==> src/rtl/core/imuyaw_pkg.sv <==
package imuyaw_pkg;

   localparam int BYTE_W    = 8;
   localparam int HEADING_W = 9;
   localparam int POS_W     = 3;
   localparam int YAW_W     = 16;
   localparam int WORK_W    = 11;
   localparam int PROD_W    = 32;

   localparam logic [BYTE_W-1:0] FRAME_HEAD = 8'hAA;
   localparam logic [BYTE_W-1:0] FRAME_TAIL = 8'h55;

   localparam logic [POS_W-1:0] POS_HEAD   = 3'd0;
   localparam logic [POS_W-1:0] POS_YAW_HI = 3'd1;
   localparam logic [POS_W-1:0] POS_YAW_LO = 3'd2;
   localparam logic [POS_W-1:0] POS_TAIL   = 3'd7;

   // ceil(2^22 / 100); exact quotient for every magnitude up to 32768.
   localparam logic [YAW_W-1:0] RECIP_100   = 16'd41944;
   localparam int               RECIP_SHIFT = 22;

   localparam logic signed [WORK_W-1:0] HALF_TURN = 11'sd180;
   localparam logic signed [WORK_W-1:0] FULL_TURN = 11'sd360;

endpackage

==> src/rtl/core/imu_yaw_frame_parser.sv <==
// Yaw frame parser for a serial orientation sensor.
//
// Bytes from the sensor link arrive as beats on the req_ channel. The parser
// hunts for header 0xAA, collects an 8-byte frame and, on the eighth byte,
// sends one beat on the rsp_ channel: the heading in whole degrees
// (-180..180) in rsp_tdata and the tail check in rsp_tuser. A bad tail
// repeats the last good heading. Bytes that do not complete a frame give no
// beat. csr_data sets heading reversal (half a turn); csr_ready is always high.
//
// Every byte passes an input register; a tail byte then moves on to the result
// register, where its beat is presented, and waits while that register is full.
// One byte is taken every cycle unless a tail byte waits; the division by 100 is
// a single combinational reciprocal multiply from the yaw bytes to the result register.
//
// Synchronous reset empties both registers, returns the parser to the header
// search and clears the last good heading and reversal. While the receiver
// stalls, the result beat holds and header/payload bytes keep flowing in; a
// tail byte waits in the input register until the result register frees.
module imu_yaw_frame_parser (
   input  logic                                clock,
   input  logic                                reset,
   input  logic                                req_tvalid,
   output logic                                req_tready,
   input  logic [imuyaw_pkg::BYTE_W-1:0]       req_tdata,   // [7:0] rx_byte
   output logic                                rsp_tvalid,
   input  logic                                rsp_tready,
   output logic [15:0]                         rsp_tdata,   // [8:0] heading_deg, zero above
   output logic                                rsp_tuser,   // [0] frame_ok
   input  logic                                csr_valid,
   output logic                                csr_ready,
   input  logic                                csr_data     // [0] reverse_heading
);
   import imuyaw_pkg::*;

   logic                          reverse_ff, reverse_in;
   logic                          in_vld_ff, in_vld_in;
   logic [BYTE_W-1:0]             in_byte_ff, in_byte_in;
   logic [POS_W-1:0]              pos_ff, pos_in;
   logic [BYTE_W-1:0]             yaw_hi_ff, yaw_hi_in;
   logic [BYTE_W-1:0]             yaw_lo_ff, yaw_lo_in;
   logic signed [HEADING_W-1:0]   last_heading_ff, last_heading_in;
   logic                          out_vld_ff, out_vld_in;
   logic signed [HEADING_W-1:0]   out_heading_ff, out_heading_in;
   logic                          out_ok_ff, out_ok_in;

   logic                          is_tail;
   logic                          out_free;
   logic                          advance;
   logic                          frame_ok;

   logic signed [YAW_W-1:0]       yaw;
   logic [YAW_W-1:0]              mag;
   logic [PROD_W-1:0]             prod;
   logic [WORK_W-2:0]             quot_mag;
   logic signed [WORK_W-1:0]      quot;
   logic signed [WORK_W-1:0]      turned;
   logic signed [WORK_W-1:0]      wrapped;

   assign csr_ready  = 1'b1;
   assign reverse_in = (csr_valid && csr_ready) ? csr_data : reverse_ff;

   assign is_tail  = (pos_ff == POS_TAIL);
   assign out_free = !out_vld_ff || rsp_tready;
   // A tail byte needs room in the result register; every other byte moves on.
   assign advance  = in_vld_ff && (!is_tail || out_free);

   assign req_tready = !in_vld_ff || advance;

   always_comb begin
      in_vld_in  = in_vld_ff;
      in_byte_in = in_byte_ff;
      if (req_tready) begin
         in_vld_in  = req_tvalid;
         in_byte_in = req_tdata;
      end
   end

   // Heading arithmetic: signed divide by 100 through magnitude and reciprocal, then optional reversal and wrap.
   always_comb begin
      yaw      = $signed({yaw_hi_ff, yaw_lo_ff});
      mag      = yaw[YAW_W-1] ? YAW_W'(-yaw) : YAW_W'(yaw);
      prod     = PROD_W'(mag) * PROD_W'(RECIP_100);
      quot_mag = prod[RECIP_SHIFT +: (WORK_W-1)];
      quot     = yaw[YAW_W-1] ? -$signed({1'b0, quot_mag}) : $signed({1'b0, quot_mag});
      turned   = quot;
      if (reverse_ff) begin
         turned = (quot > 0) ? quot - HALF_TURN : quot + HALF_TURN;
      end
      wrapped = turned;
      if (turned > HALF_TURN) begin
         wrapped = turned - FULL_TURN;
      end else if (turned < -HALF_TURN) begin
         wrapped = turned + FULL_TURN;
      end
   end

   assign frame_ok = (in_byte_ff == FRAME_TAIL);

   always_comb begin
      pos_in          = pos_ff;
      yaw_hi_in       = yaw_hi_ff;
      yaw_lo_in       = yaw_lo_ff;
      last_heading_in = last_heading_ff;
      out_vld_in      = out_vld_ff && !rsp_tready;
      out_heading_in  = out_heading_ff;
      out_ok_in       = out_ok_ff;
      if (advance) begin
         if (pos_ff == POS_HEAD) begin
            if (in_byte_ff == FRAME_HEAD) begin
               pos_in = POS_YAW_HI;
            end
         end else if (is_tail) begin
            pos_in     = POS_HEAD;
            out_vld_in = 1'b1;
            out_ok_in  = frame_ok;
            if (frame_ok) begin
               last_heading_in = wrapped[HEADING_W-1:0];
               out_heading_in  = wrapped[HEADING_W-1:0];
            end else begin
               out_heading_in = last_heading_ff;
            end
         end else begin
            pos_in = pos_ff + 1'b1;
            if (pos_ff == POS_YAW_HI) begin
               yaw_hi_in = in_byte_ff;
            end
            if (pos_ff == POS_YAW_LO) begin
               yaw_lo_in = in_byte_ff;
            end
         end
      end
   end

   always_ff @(posedge clock) begin
      if (reset) begin
         reverse_ff      <= 1'b0;
         in_vld_ff       <= 1'b0;
         pos_ff          <= POS_HEAD;
         last_heading_ff <= '0;
         out_vld_ff      <= 1'b0;
      end else begin
         reverse_ff      <= reverse_in;
         in_vld_ff       <= in_vld_in;
         pos_ff          <= pos_in;
         last_heading_ff <= last_heading_in;
         out_vld_ff      <= out_vld_in;
      end
   end

   always_ff @(posedge clock) begin
      in_byte_ff     <= in_byte_in;
      yaw_hi_ff      <= yaw_hi_in;
      yaw_lo_ff      <= yaw_lo_in;
      out_heading_ff <= out_heading_in;
      out_ok_ff      <= out_ok_in;
   end

   assign rsp_tvalid = out_vld_ff;
   assign rsp_tdata  = {{(16-HEADING_W){1'b0}}, out_heading_ff};
   assign rsp_tuser  = out_ok_ff;

   // The pending beat always carries the current last good heading.
   a_rsp_matches_last : assert property (@(posedge clock) disable iff (reset)
      out_vld_ff |-> (out_heading_ff == last_heading_ff))
      else $error("result heading differs from last good heading");

   a_heading_range : assert property (@(posedge clock) disable iff (reset)
      out_vld_ff |-> (out_heading_ff >= -9'sd180) && (out_heading_ff <= 9'sd180))
      else $error("heading outside -180..180");

   a_pos_holds : assert property (@(posedge clock) disable iff (reset)
      !advance |=> $stable(pos_ff))
      else $error("frame position moved without a byte");

   a_tail_waits : assert property (@(posedge clock) disable iff (reset)
      (in_vld_ff && is_tail && !out_free) |=> (in_vld_ff && is_tail))
      else $error("tail byte lost while result stalled");

endmodule

==> config.mk <==
export PLATFORM = sky130hd
export DESIGN_NAME = imu_yaw_frame_parser
export DESIGN_NICKNAME = d
export VERILOG_FILES = /design/src/rtl/core/imuyaw_pkg.sv /design/src/rtl/core/imu_yaw_frame_parser.sv
export SDC_FILE = /design/constraint.sdc
export NUM_CORES = 1
export LEC_CHECK = 0
export ABC_CLOCK_PERIOD_IN_PS = 12700
export BUFFER_PORTS_ARGS = -buffer_cell sky130_fd_sc_hd__buf_4
export CORE_MARGIN = 2
export CORE_UTILIZATION = 59
export CTS_CLUSTER_DIAMETER = 40
export DETAILED_ROUTE_END_ITERATION = 8
export PLACE_DENSITY = 0.77
export SLEW_MARGIN = 40
export SYNTH_ARGS = -nofsm -noshare
export SYNTH_HDL_FRONTEND = slang
export SYNTH_SLANG_ARGS = --single-unit
==> constraint.sdc <==
create_clock -name clock -period 12.7 [get_ports clock]
set_clock_uncertainty 0.05 [all_clocks]
set_input_delay 3.175 -clock clock [delete_from_list [all_inputs] [get_ports clock]]
set_output_delay 3.175 -clock clock [all_outputs]
set_load 0.1 [all_outputs]
==> metrics.txt, run 1 <==
Max rail drop VDD=about 95 µV; top cells by area, synth=ha_1 19%, fa_1 18%, edfxtp_1 13%; worst hold start=last_heading_ff[0]; Synth Cell Area=0.007910 mm²; Core Region=0.01319 mm²; Total Power=~0.00033 W; setup violators final=0; hold crit path type=register to register; actual slew at the worst max-slew pin=about 810 ps; share of cells above drive strength 1=a little under a tenth; Max transition margin=between 40 and 50%; final worst path period share=93.21%; most frequent cell after synthesis=inv_1; clock slew at reported path FFs=approximately 60 ps; per-cell routed wire length=16.06 µm; Initial Util=59.97%; total CTS buffers=5; PwrDens=~39 mW/mm²; critical path launch point type=register; HPWL after DPL=roughly 14000 µm; antenna-violating nets left=0; Hold WS=roughly 450 ps; All-Layer GR Usage=24.39%; ys flop type=edfxtp_1; final instance area=roughly 0.0085 mm²; minimum clock period=~12000 ps; max_cap viols=0; H-Tree Depth=2; clk_lat worst skew=about 280 ps; Post-synth EDFFs=34; fmax=roughly 84 MHz; Root Buffer=clkbuf_16; pre-CTS WS=665.8 ps; status=completed; port bufs=25; cells after synthesis=855; ANT cells=0; DRC viols=0; reg2reg start=yaw_lo_ff[5]; die height=around 120 µm; leading area contributor after synthesis=ha_1; placed cell area=around 0.0083 mm²; Yosys Warn Count=0; Overflow after GRT=0; CP Data Required Time=between 10000 and 15000 ps; unrepaired setup endpoints after global routing=false; CP Data Arrival Time=approximately 12000 ps; post-route setup slack=between 800 and 900 ps; CTS Buffer Depth=2; Yosys reg bits=49; synth unique cells=93; Die W=119.8 µm; final wirelength=approximately 17000 µm; Final Max Slew Viols=0; via count=between 6000 and 7000; DRT iter0 DRCs=about 390; row cnt=42; I/O pin cnt=34; worst r2r dst=out_heading_ff[6]; first-pass GRT wire length=approximately 28000 µm; GP Congestion=just over 0.9; setup TNS=0 ps; max incr delay on CP=just under 600 ps; vias in the first global route=roughly 6000; reg2reg setup slack=about 860 ps; top cell type's share of synthesized area=19.30%; Worst path slowest cell=or4_1; worst hold endpoint=last_heading_ff[0]; filler instances=around 1100; CP Class=register to register; asr flop ratio synth=0%; Syn Area/Cell=9.252 µm²; Pre-antenna DRT Iters=5; initial antenna violation count=0; CP Capture Type=register; CTS tree=built; via/cell ratio=just under 6; P&R area growth vs syn=7.118%; sequential area share after synthesis=16.70%; final net count=between 1000 and 1500; Lkg Pwr=between 4 and 5 nW; top cells by count, synth=157 x inv_1, 122 x ha_1, 71 x fa_1; clk sink count=between 40 and 50; most frequent CP cell=inv_1; Hold Buf Count CTS=0; largest net degree at the start of global routing=36; DIE AREA=around 0.014 mm²; hold violation total from the final report=0; hold path cells=2; path depth of the worst reg2reg path=40; CP max FO=11
[per-layer routing]
layer,vias to the layer above,routed length (µm),global-route usage [%]
met2,150,8274,42.21
met1,2948,7770,32.97
met4,0,396,6.765
met3,31,600,1.949
met5,-,0,0
li1,2988,-,-
[cells by family after synthesis]
logic type	count (synthesis)	share of synthesized area [%]
xor+xnor	41	4.540
flops	49	16.70
simple gates	199	13.65
fa+ha+maj	193	37.27
mux	13	1.740
compound gates	177	16.99
buf+inv	181	9.016
other cells	2	0.09494
[flip-flops by register name, indices dropped and copies added, names as in the netlist]
| register | count |
|---|---|
| yaw_hi_ff | 8 |
| last_heading_ff | 9 |
| yaw_lo_ff | 8 |
| rsp_tvalid | 1 |
| reverse_ff | 1 |
| in_byte_ff | 8 |
| pos_ff | 3 |
| out_heading_ff | 9 |
| rsp_tuser | 1 |
| in_vld_ff | 1 |
[how the worst max path moves through the flow]
| stage | start | to | slack (ps) | cells past startpoint |
|---|---|---|---|---|
| global placement | yaw_lo_ff[5] | out_heading_ff[6] | 960 | 41 |
| detailed placement | yaw_lo_ff[5] | out_heading_ff[6] | 670 | 41 |
| global route | yaw_lo_ff[6] | last_heading_ff[6] | 40 | 41 |
| finish | yaw_lo_ff[5] | out_heading_ff[6] | 860 | 40 |
| CTS | yaw_lo_ff[5] | out_heading_ff[6] | 650 | 41 |
| floorplan | yaw_lo_ff[5] | out_heading_ff[6] | 2000 | 41 |
[where the power goes]
| part | switching, W | total [W] | internal [W] |
|---|---|---|---|
| combinational | 0.0000198 | 0.0000282 | 0.00000841 |
| clock | 0.0000542 | 0.000127 | 0.0000730 |
| sequential | 0.00000255 | 0.000174 | 0.000172 |
[area by class of cell]
class                   count  area [µm²]  area share [%]
flip-flops and latches     49        1321           15.59
clock buffers               6       128.9           1.521
well taps                 176       220.2           2.599
inverters                 161       604.3           7.132
multi-input cells         631        5913           69.79
repair buffers             36       270.3           3.190
clock inverters             2       15.01          0.1772
[cell usage in the layout, fill, tap and decap left out, drive strengths merged, types with 8 or more instances in the layout]
cell / instances
inv: 158
nor3: 20
fa: 71
a21o: 15
ha: 122
xnor2: 22
dfxtp: 15
nand2: 51
o31ai: 9
conb: 8
nand3: 11
o21bai: 8
buf: 36
a21oi: 32
o21ai: 42
nor2: 50
xor2: 19
edfxtp: 34
mux2i: 10
[per-stage QoR]
stage / util, % / instances
finish: 64.24 / 1061
floorplan: - / 861
global placement: 62.86 / 1050
detailed placement: 62.86 / 1050
global route: 64.24 / 1061
CTS: 63.95 / 1058
[critical path, delay by kind of cell (launching register included)]
kind | cells | cell delay [ps]
and+or+nand+nor | 13 | 4260
adders and majority gates | 8 | 3090
xor gates and xnor gates | 1 | 320
DFF | 1 | 420
buffers and inverters | 6 | 700
AOI/OAI and AO/OA | 12 | 2860
[what timing repair did]
action                                  4_1_cts  5_1_grt
endpoints found under the setup margin        0       12
buffers inserted                              0        3
gates resized for setup                       0        1
(Power assumes the default switching activity.)
==> inputs of run 2 (changes only) <==
--- a/config.mk
+++ b/config.mk
@@ -5,13 +5,14 @@
 export SDC_FILE = /design/constraint.sdc
 export NUM_CORES = 1
 export LEC_CHECK = 0
-export ABC_CLOCK_PERIOD_IN_PS = 12700
-export BUFFER_PORTS_ARGS = -buffer_cell sky130_fd_sc_hd__buf_4
+export ABC_CLOCK_PERIOD_IN_PS = 14000
 export CORE_MARGIN = 2
 export CORE_UTILIZATION = 59
 export CTS_CLUSTER_DIAMETER = 40
 export DETAILED_ROUTE_END_ITERATION = 8
-export PLACE_DENSITY = 0.77
+export DONT_BUFFER_PORTS = 1
+export PLACE_DENSITY = 0.75
+export RECOVER_POWER = 50
 export SLEW_MARGIN = 40
 export SYNTH_ARGS = -nofsm -noshare
 export SYNTH_HDL_FRONTEND = slang
==> constraint.sdc (replaced) <==
create_clock -name clock -period 14 [get_ports clock]
set_clock_uncertainty 0.05 [all_clocks]
set_input_delay 3.5 -clock clock [delete_from_list [all_inputs] [get_ports clock]]
set_output_delay 3.5 -clock clock [all_outputs]
set_load 0.1 [all_outputs]
==> run 2 against run 1 <==
Sequential share of layout area barely moved. Core utilization fell by 0.076 points. Die area did not move. Power fell by 8.1%. Via count fell by 0.98%.
==> metrics.txt, run 2 (synthesis gave the netlist of run 1 again) <==
status=completed; initial antenna violation count=0; critical path launch point type=register; setup violators final=0; highest metal used=met4; Int Pwr=around 0.00023 W; port bufs=0; Core Region=0.01319 mm²; total CTS buffers=5; DRT iter0 DRCs=between 300 and 400; minimum clock period=12400 ps; most frequent CP cell=inv_1; wire length on met1=7784 µm; via count=6057; CTS Buffer Depth=2; DR WL met3=~620 µm; Root Buffer=clkbuf_16; I/O pin cnt=34; actual slew at the worst max-slew pin=around 830 ps; CTS tree=built; hold violation total from the final report=0; antenna-violating nets left=0; per-cell routed wire length=about 17 µm; Lkg Pwr=just under 4 nW; Sw Share=24.56%; Final Max Slew Viols=0; most common cell after layout, fill and taps aside=inv_1; PwrDens=~36 mW/mm²; commonest cells after routing, fill and taps aside=157 x inv_1, 122 x ha_1, 71 x fa_1, 51 x nand2_1, 49 x nor2_1; Comb power frac=between 7 and 8%; clk_lat worst skew=around 290 ps; final net count=between 1000 and 1500; ANT cells=0; Hold WS=between 400 and 500 ps; post-CTS setup repair buffer count=0; vias in the first global route=approximately 6000; max incr delay on CP=600 ps; Clock Power Share=40.6%; die height=119.8 µm; Overflow after GRT=0; Largest regs=last_heading_ff: 9 flops, out_heading_ff: 9 flops; Die W=between 100 and 150 µm; GP Congestion=slightly above 0.9; CP max FO=11; CP Data Arrival Time=about 13000 ps; via/cell ratio=around 5.8; max_cap viols=0; final worst path period share=between 80% and 90%; setup TNS=0 ps; Initial Util=59.97%; Pre-antenna DRT Iters=5; post-cts resize count=0; share of cells above drive strength 1=under 10%; fmax=~81 MHz; row cnt=42; Worst path slowest cell=or4_1; CP Data Required Time=~14000 ps; All-Layer GR Usage=between 20% and 30%; CP Class=register to register; DRC viols=0; clock slew at reported path FFs=about 70 ps; H-Tree Depth=2; first-pass GRT wire length=a little under 30000 µm; clk sink count=slightly below 50; largest net degree at the start of global routing=36; P&R area growth vs syn=6.992%; Max transition margin=44.48%; HPWL after DPL=15190 µm; final wirelength=17850 µm; Flop pwr share=between 50% and 60%; CP Capture Type=register; Met2 Wirelength=around 9000 µm; switching pwr=around 0.000074 W; Hold Buf Count CTS=0; hold crit path type=register to register; Max rail drop VDD=91.89 µV; DIE AREA=0.01435 mm²; unrepaired setup endpoints after global routing=false
-- run 2: cell types whose count changed in the layout (fill, tap and decap cells not counted), sizes merged --
cell      change
buf          -26
clkinvlp      -1
inv           +2
clkbuf        +1
-- run 2: path summary, 6_finish.rpt --
check                                   startpoint                 end  slack [ps]  cells after the start
worst min register to register  last_heading_ff[1]  last_heading_ff[1]         450                      2
worst max-delay path                  yaw_lo_ff[6]  last_heading_ff[5]        1600                     42
worst max register to register        yaw_lo_ff[6]  last_heading_ff[5]        1600                     42
worst min-delay path            last_heading_ff[1]  last_heading_ff[1]         450                      2
-- run 2: power groups by stage --
stage                     sequential [W]  combinational [W]  clock (W)
after CTS                       0.000158          0.0000220   0.000124
final                           0.000158          0.0000223   0.000123
after floorplan                 0.000160          0.0000221          0
after global placement          0.000161          0.0000214          0
after global routing            0.000158          0.0000237   0.000130
after detailed placement        0.000161          0.0000219          0
-- run 2: cell type report --
cell class              instances  area, µm²
clock buffers                   5      125.1
clock inverters                 3      25.02
fillers                      1070       4727
inverters                     161      604.3
multi-input cells             631       5918
flip-flops and latches         49       1323
well taps                     176      220.2
repair buffers                 12      247.7
-- run 2: through the flow --
| step | util [%] | setup slack (ps) | std cells | total power (W) | cell area, µm² |
|---|---|---|---|---|---|
| after floorplan | - | 3299 | 861 | 0.0001819 | 7933 |
| after global routing | 64.16 | 926.5 | 1037 | 0.0003114 | 8463 |
| after detailed placement | 62.49 | 1771 | 1027 | 0.0001829 | 8243 |
| final | 64.16 | 1603 | 1037 | 0.0003029 | 8463 |
| after CTS | 63.63 | 1710 | 1035 | 0.0003033 | 8393 |
| after global placement | 61.10 | 2218 | 1019 | 0.0001823 | 8059 |
-- run 2: worst max-delay path, delay by kind of cell (launching register included) --
| kind | cells | cell delay [ps] |
|---|---|---|
| compound gates | 14 | 3520 |
| xor+xnor | 2 | 920 |
| fa+ha+maj | 8 | 3120 |
| buf+inv | 7 | 750 |
| flops | 1 | 420 |
| simple gates | 11 | 3490 |
-- run 2: metal layers --
| layer | up-vias | GRT usage, % |
|---|---|---|
| met3 | 26 | 2.376 |
| li1 | 2942 | - |
| met4 | 0 | 6.103 |
| met5 | - | 0 |
| met1 | 2951 | 33.38 |
| met2 | 138 | 45.50 |
